==> src/hw/rtl/glu_pkg.sv <==
// glu_pkg: shared types and constants for the gcd / lcm unit
// payload structs for both channels and the sequencer state encoding
// no dependencies
package glu_pkg;

    // field widths fixed by the channel format
    localparam int unsigned VALUE_WIDTH    = 32;
    localparam int unsigned MULTIPLE_WIDTH = 64;

    // default number of significant operand bits
    localparam int unsigned OPERAND_WIDTH_DEF = 32;

    // input transfer payload
    typedef struct packed {
        logic [VALUE_WIDTH-1:0] first_value;
        logic [VALUE_WIDTH-1:0] second_value;
    } in_t;

    // result transfer payload
    typedef struct packed {
        logic [VALUE_WIDTH-1:0]    divisor_result;
        logic [MULTIPLE_WIDTH-1:0] multiple_result;
        logic                      input_error;
    } out_t;

    // sequencer states
    typedef enum logic [2:0] {
        ST_IDLE,
        ST_GCD,
        ST_DIV,
        ST_MUL,
        ST_DONE
    } state_t;

endpackage

==> src/hw/rtl/gcd_lcm_unit_top.sv <==
// gcd_lcm_unit_top: greatest common divisor and least common multiple of two operands
// one shared add/subtract unit driven by a small sequencer (binary gcd, divide, multiply)
// depends on glu_pkg
//
// Usage: an operand pair is taken on the s_ channel (s_valid/s_ready, payload s_data)
// and one result leaves on the m_ channel (m_valid/m_ready, payload m_data).
// Operand bits at or above OPERAND_WIDTH (W) are ignored. A zero operand gives
// input_error = 1 with both numeric results 0.
// Each item goes through three phases on the one W+1 bit adder/subtractor:
//   binary gcd: one shift, swap or subtract per cycle; a subtract is always followed
//   by a shift and a swap by a subtract
//   division first / gcd: restoring, one quotient bit per cycle
//   multiply quotient * second: shift and add, one bit per cycle
// Only the gcd phase varies in length with the operands, so it sets the spread from
// accept to result valid; a zero operand skips all three phases.
// s_ready is high only while the sequencer is idle, so one item is in work at a time.
// The result sits in an output register; the sequencer takes the next item while it
// waits. If the receiver still holds an older result when a new one is finished,
// the sequencer waits until that result is transferred.
// aresetn (synchronous, active low) returns the sequencer to idle and drops m_valid.
module gcd_lcm_unit_top #(
    parameter int unsigned OPERAND_WIDTH = glu_pkg::OPERAND_WIDTH_DEF
) (
    input  logic         aclk,
    input  logic         aresetn,
    input  logic         s_valid,
    output logic         s_ready,
    input  glu_pkg::in_t s_data,
    output logic         m_valid,
    input  logic         m_ready,
    output glu_pkg::out_t m_data
);
    import glu_pkg::*;

    localparam int unsigned W  = OPERAND_WIDTH;
    localparam int unsigned CW = (W > 1) ? $clog2(W) : 1;
    localparam logic [CW-1:0] CNT_LAST = CW'(W - 1);

    // sequencer and datapath registers
    state_t        state_reg, state_next;
    logic [W-1:0]  a_reg, a_next;
    logic [W-1:0]  b_reg, b_next;
    logic [W-1:0]  first_reg, first_next;
    logic [W-1:0]  second_reg, second_next;
    logic [CW-1:0] k_reg, k_next;
    logic [CW-1:0] cnt_reg, cnt_next;
    logic [W-1:0]  g_reg, g_next;
    logic [W-1:0]  rem_reg, rem_next;
    logic [W-1:0]  quot_reg, quot_next;
    logic [2*W-1:0] prod_reg, prod_next;
    logic          err_reg, err_next;
    logic          m_valid_reg, m_valid_next;
    out_t          out_reg, out_next;

    // shared adder/subtractor
    logic [W:0]    alu_x;
    logic [W:0]    alu_y;
    logic          alu_sub;
    logic [W:0]    alu_res;

    // masked operands at the input
    logic [W-1:0]  in_first;
    logic [W-1:0]  in_second;
    logic          qbit;

    assign in_first  = s_data.first_value[W-1:0];
    assign in_second = s_data.second_value[W-1:0];

    assign s_ready = (state_reg == ST_IDLE);
    assign m_valid = m_valid_reg;
    assign m_data  = out_reg;

    // operand selection for the shared unit
    always_comb begin
        alu_x   = {1'b0, a_reg};
        alu_y   = {1'b0, b_reg};
        alu_sub = 1'b1;
        case (state_reg)
            ST_DIV: begin
                alu_x = {rem_reg, quot_reg[W-1]};
                alu_y = {1'b0, g_reg};
            end
            ST_MUL: begin
                alu_x   = {1'b0, prod_reg[2*W-1:W]};
                alu_y   = {1'b0, second_reg};
                alu_sub = 1'b0;
            end
            default: begin
                alu_x = {1'b0, a_reg};
                alu_y = {1'b0, b_reg};
            end
        endcase
        alu_res = alu_sub ? (alu_x - alu_y) : (alu_x + alu_y);
    end

    // next state and datapath updates
    always_comb begin
        state_next   = state_reg;
        a_next       = a_reg;
        b_next       = b_reg;
        first_next   = first_reg;
        second_next  = second_reg;
        k_next       = k_reg;
        cnt_next     = cnt_reg;
        g_next       = g_reg;
        rem_next     = rem_reg;
        quot_next    = quot_reg;
        prod_next    = prod_reg;
        err_next     = err_reg;
        out_next     = out_reg;
        m_valid_next = m_valid_reg && !m_ready;
        qbit         = !alu_res[W];

        case (state_reg)
            ST_IDLE: begin
                if (s_valid) begin
                    if (in_first == '0 || in_second == '0) begin
                        err_next   = 1'b1;
                        g_next     = '0;
                        prod_next  = '0;
                        state_next = ST_DONE;
                    end else begin
                        err_next    = 1'b0;
                        a_next      = in_first;
                        b_next      = in_second;
                        first_next  = in_first;
                        second_next = in_second;
                        k_next      = '0;
                        state_next  = ST_GCD;
                    end
                end
            end
            // binary gcd: one shift, swap or subtract per cycle
            ST_GCD: begin
                if (alu_res == '0) begin
                    g_next     = a_reg << k_reg;
                    rem_next   = '0;
                    quot_next  = first_reg;
                    cnt_next   = CNT_LAST;
                    state_next = ST_DIV;
                end else if (!a_reg[0] && !b_reg[0]) begin
                    a_next = a_reg >> 1;
                    b_next = b_reg >> 1;
                    k_next = k_reg + CW'(1);
                end else if (!a_reg[0]) begin
                    a_next = a_reg >> 1;
                end else if (!b_reg[0]) begin
                    b_next = b_reg >> 1;
                end else if (alu_res[W]) begin
                    // a below b: swap so the subtract stays positive
                    a_next = b_reg;
                    b_next = a_reg;
                end else begin
                    a_next = alu_res[W-1:0];
                end
            end
            // restoring division of first by gcd, one quotient bit per cycle
            ST_DIV: begin
                if (qbit) begin
                    rem_next = alu_res[W-1:0];
                end else begin
                    rem_next = alu_x[W-1:0];
                end
                quot_next = {quot_reg[W-2:0], qbit};
                if (cnt_reg == '0) begin
                    prod_next  = {{W{1'b0}}, quot_reg[W-2:0], qbit};
                    cnt_next   = CNT_LAST;
                    state_next = ST_MUL;
                end else begin
                    cnt_next = cnt_reg - CW'(1);
                end
            end
            // shift and add multiply of quotient by second
            ST_MUL: begin
                if (prod_reg[0]) begin
                    prod_next = {alu_res, prod_reg[W-1:1]};
                end else begin
                    prod_next = {1'b0, prod_reg[2*W-1:W], prod_reg[W-1:1]};
                end
                if (cnt_reg == '0) begin
                    state_next = ST_DONE;
                end else begin
                    cnt_next = cnt_reg - CW'(1);
                end
            end
            // hand the result to the output register once it is free
            ST_DONE: begin
                if (!m_valid_reg || m_ready) begin
                    out_next.divisor_result  = VALUE_WIDTH'(g_reg);
                    out_next.multiple_result = MULTIPLE_WIDTH'(prod_reg);
                    out_next.input_error     = err_reg;
                    m_valid_next             = 1'b1;
                    state_next               = ST_IDLE;
                end
            end
            default: begin
                state_next = ST_IDLE;
            end
        endcase
    end

    // control registers
    always_ff @(posedge aclk) begin
        if (!aresetn) begin
            state_reg   <= ST_IDLE;
            m_valid_reg <= 1'b0;
        end else begin
            state_reg   <= state_next;
            m_valid_reg <= m_valid_next;
        end
    end

    // datapath registers
    always_ff @(posedge aclk) begin
        a_reg      <= a_next;
        b_reg      <= b_next;
        first_reg  <= first_next;
        second_reg <= second_next;
        k_reg      <= k_next;
        cnt_reg    <= cnt_next;
        g_reg      <= g_next;
        rem_reg    <= rem_next;
        quot_reg   <= quot_next;
        prod_reg   <= prod_next;
        err_reg    <= err_next;
        out_reg    <= out_next;
    end

endmodule
==> config.mk <==
export PLATFORM = sky130hd
export DESIGN_NAME = gcd_lcm_unit_top
export DESIGN_NICKNAME = d
export VERILOG_FILES = /design/src/hw/rtl/glu_pkg.sv /design/src/hw/rtl/gcd_lcm_unit_top.sv
export SDC_FILE = /design/constraint.sdc
export NUM_CORES = 1
export LEC_CHECK = 0
export BUFFER_PORTS_ARGS = -buffer_cell sky130_fd_sc_hd__clkbuf_2
export CORE_MARGIN = 8
export CORE_UTILIZATION = 25
export DETAILED_ROUTE_END_ITERATION = 10
export PLACE_DENSITY = 0.46
export SLEW_MARGIN = 20
export SYNTH_ARGS = -nofsm -noshare
export SYNTH_HDL_FRONTEND = slang
export SYNTH_SLANG_ARGS = --single-unit
==> constraint.sdc <==
create_clock -name aclk -period 12.2 [get_ports aclk]
set_clock_uncertainty 0.15 [all_clocks]
set_input_delay 2.44 -clock aclk [delete_from_list [all_inputs] [get_ports aclk]]
set_output_delay 2.44 -clock aclk [all_outputs]
set_load 0.01 [all_outputs]
==> metrics.md <==
| Metric | Value |
|---|---|
| Tmin final | 9.02 ns |
| Cell with the most instances after synthesis | edfxtp_1 |
| Die Y-Extent | ~310 um |
| Cell taking the most area after synthesis | edfxtp_1 |
| Switching share of total power | 36.2% |
| Post-synth EDFFs | 396 |
| CP max-delay cell | a2111oi_2 |
| Crit-path max cell delay | around 0.64 ns |
| Post-route ant nets | 0 |
| # nets final | 2251 |
| Power, Total | roughly 4.4 mW |
| Placed Cells | between 3000 and 4000 |
| Critical path cell sequence | nor2b_4, buf_4, mux2i_1, o211ai_1, nor3_1, nand3_1, a2111oi_2, o211a_1, o21ai_0, nand2_1, xor2_1, ha_1, a21oi_1, nor2_1, a211oi_1, o311ai_0, o22a_1, xor2_1, or4_1, or4_4, or4_4, nand2_2, buf_4 |
| FP Rows | 109 |
| Part of the cycle the worst path needs | between 70% and 80% |
| Synthesized cell area | between 20000 and 25000 um2 |
| Post-CTS setup buffer count | 0 |
| Die X | 314 um |
| Yosys warnings | 0 |
| Post-synthesis sequential area ratio | 53.9% |
| Post-DP HPWL | 59100 um |
| Total die area | 98600 um2 |
| Yosys cell types | 83 |
| Final setup violating endpoints | 0 |
| VDD IR-drop max | 102 uV |
| H-tree depth | 2 |
| Ys flop type | edfxtp_1 |
| CTS buffer count | 46 |
| Status | finished, final reports clean |
| WP buf/inv | 2 |
| Routed WL per cell | around 23 um |
| R2R setup slack | 3.18 ns |
| Critical Path AT | 9.09 ns |
| Most common library cells after synthesis | edfxtp_1 (396), nand2_1 (282), nor2_1 (215) |
| I/O pin count | 167 |
| CTS tree | done |
| Sequential share of power | 38.7% |
| Routed vias | 16600 |
| Maximum clock insertion buffer count | 3 |
| Total track usage | between 15 and 20% |
| Final TNS setup | 0 ns |
| Starting Density | 25.2% |
| DRT Wirelength | 78300 um |
| Net Sw Power | between 1.5 and 2 mW |
| Initial antenna violation count | 9 |
| First-pass GRT wire length | 113000 um |
| Initial drt markers | 1575 |
| Combinational power share | 31.3% |
| Finished layout cell area | 25700 um2 |
| DRC viols | 0 |
| Total gr overflow | 0 |
| RSZ-0062 raised after global routing | false |
| CTS clk-pin slew, worst paths | 0.06 ns |
| DRT Pass-1 Iters | 8 |
| P_leak | 9.25 nW |
| Via count of the first global-routing pass | between 15000 and 20000 |
| Vias/cell | 4.95 |
| CTS root buf | clkbuf_16 |
| Top delay family on crit path | simple AND/OR/NAND/NOR gates |
| Skew-Pair Late Insertion Delay | 0.61 ns |
| Worst min path class | reg2reg |
| CTS-repair resized insts | 0 |
| Clock sinks | 400 |
| Core area | about 88000 um2 |
| Post-Syn Nets | 2141 |
| Fin worst setup slack | 3.18 ns |
| Crit end category | flip-flop |
| IO buf count | approximately 170 |
| Async set or reset register ratio after synthesis | 0% |
| Maximum clock rate | 111 MHz |
| Layout cells sized above 1 | 15.7% |
| Fin. max-slew vios | 0 |
| Worst EP required | between 10 and 15 ns |
| Crit-path max FO | 45 |
| Non-Filler Instances | 3356 |
| Critical path class | reg2reg |
| Syn Inst Count | 2037 |
| Largest register FFs | a little under 100 |
| Cell Area, Placed | 24300 um2 |
| Area grow syn2layout | 15.7% |
| Area contributors post-synth | edfxtp_1 (54%), mux2i_1 (8.6%), nand2_1 (4.8%) |
| Top cell type's share of synthesized area | 53.5% |
| # hold bufs at CTS | 0 |
| Max-cap violations | 0 |
| PD cells | 173 nW/um2 |
| Worst rel slew slack | 35.7% |
| Int Power | 2.83 mW |
| Mean Syn Cell Area | approximately 11 um2 |
| Pre-CTS WS | 3.25 ns |
| Worst setup SP type | flip-flop |
| FF+latch count, synth | 400 |
| Final Hold Viols | 0 |
| Routability congestion estimate | approximately 0.90 |
| Slew @ Worst Pin | between 0.9 and 1 ns |
| Clock power frac | around 30% |
| Largest net degree at the start of global routing | 92 |
metrics by stage:
stage          hold WS [ns]  utilization (%)
5_1_grt               0.304             29.1
6_report              0.277             29.1
3_3_place_gp          0.284             27.5
4_1_cts               0.280             29.1
3_5_place_dp          0.266             27.5
2_1_floorplan         0.250                -
layer usage:
metal  vias to the layer above  wire [um]  global-route usage, %
li1                       7813          -                      -
met1                      8160      34400                   20.1
met2                       534      37200                   25.4
met3                       101       4270                   2.22
met4                         0       2410                   5.05
met5                         -          0                      0
power by group through the flow:
stage          registers, mW  logic (mW)  clock network [mW]
2_1_floorplan           1.67       0.984                   0
3_5_place_dp            1.75        1.37                   0
3_3_place_gp            1.75        1.37                   0
5_1_grt                 1.73        1.51                1.42
4_1_cts                 1.72        1.38                1.37
6_report                1.72        1.39                1.33
final cells by class:
type / instances / area, um2
sequential: 400 / 12000
timing repair buffer: 198 / 1080
clock buffer: 58 / 1200
antenna: 12 / 30.0
inverter: 23 / 86.3
multi-input combinational: 1478 / 9660
clock inverter: 22 / 210
tap: 1165 / 1460
fill: 9115 / 62500
kinds of logic (layout without fill, tap and decap cells):
| kind of cell | after synthesis | after routing | synth area share, % |
|---|---|---|---|
| simple gates | 690 | 690 | 14.1 |
| compound gates | 442 | 442 | 11.9 |
| other cells | 0 | 12 | 0 |
| mux | 234 | 234 | 12.0 |
| flops | 400 | 400 | 53.9 |
| xor+xnor | 76 | 76 | 3.03 |
| buf+inv | 159 | 301 | 2.99 |
| fa+ha+maj | 36 | 36 | 2.06 |
worst register-to-register path: stages, from the launching register on:
cell       delay [ns]
dfxtp_1          0.61
nor2b_4          0.52
buf_4            0.50
mux2i_1          0.35
o211ai_1         0.20
nor3_1           0.31
nand3_1          0.30
a2111oi_2        0.64
o211a_1          0.34
o21ai_0          0.12
nand2_1          0.09
xor2_1           0.28
ha_1             0.38
a21oi_1          0.23
nor2_1           0.07
a211oi_1         0.27
o311ai_0         0.19
o22a_1           0.22
xor2_1           0.19
or4_1            0.53
or4_4            0.51
or4_4            0.54
nand2_2          0.43
buf_4            0.61
path summary, 6_finish.rpt:
| check | end | depth (start not counted) | start |
|---|---|---|---|
| hold / removal | m_data[0] | 0 | err_reg |
| hold reg to reg | m_data[0] | 0 | err_reg |
| setup / recovery | quot_reg[29] | 23 | state_reg[1] |
| setup reg to reg | quot_reg[29] | 23 | state_reg[1] |
layout by cell type (no fill, tap or decap), drive strengths merged, types with 10 or more instances in the layout:
cell    count
a211oi     33
a21o       11
a21oi     187
a31oi      12
and2       13
and3       15
buf        32
clkbuf    224
clkinv     15
diode      12
edfxtp    396
ha         35
inv        25
mux2       19
mux2i     191
mux4       24
nand2     282
nand3      25
nand4      11
nor2      215
nor2b      10
nor3       25
nor3b      33
nor4       24
o21ai     116
o22ai      10
xnor2      45
xor2       31
(Power assumes the default switching activity.)
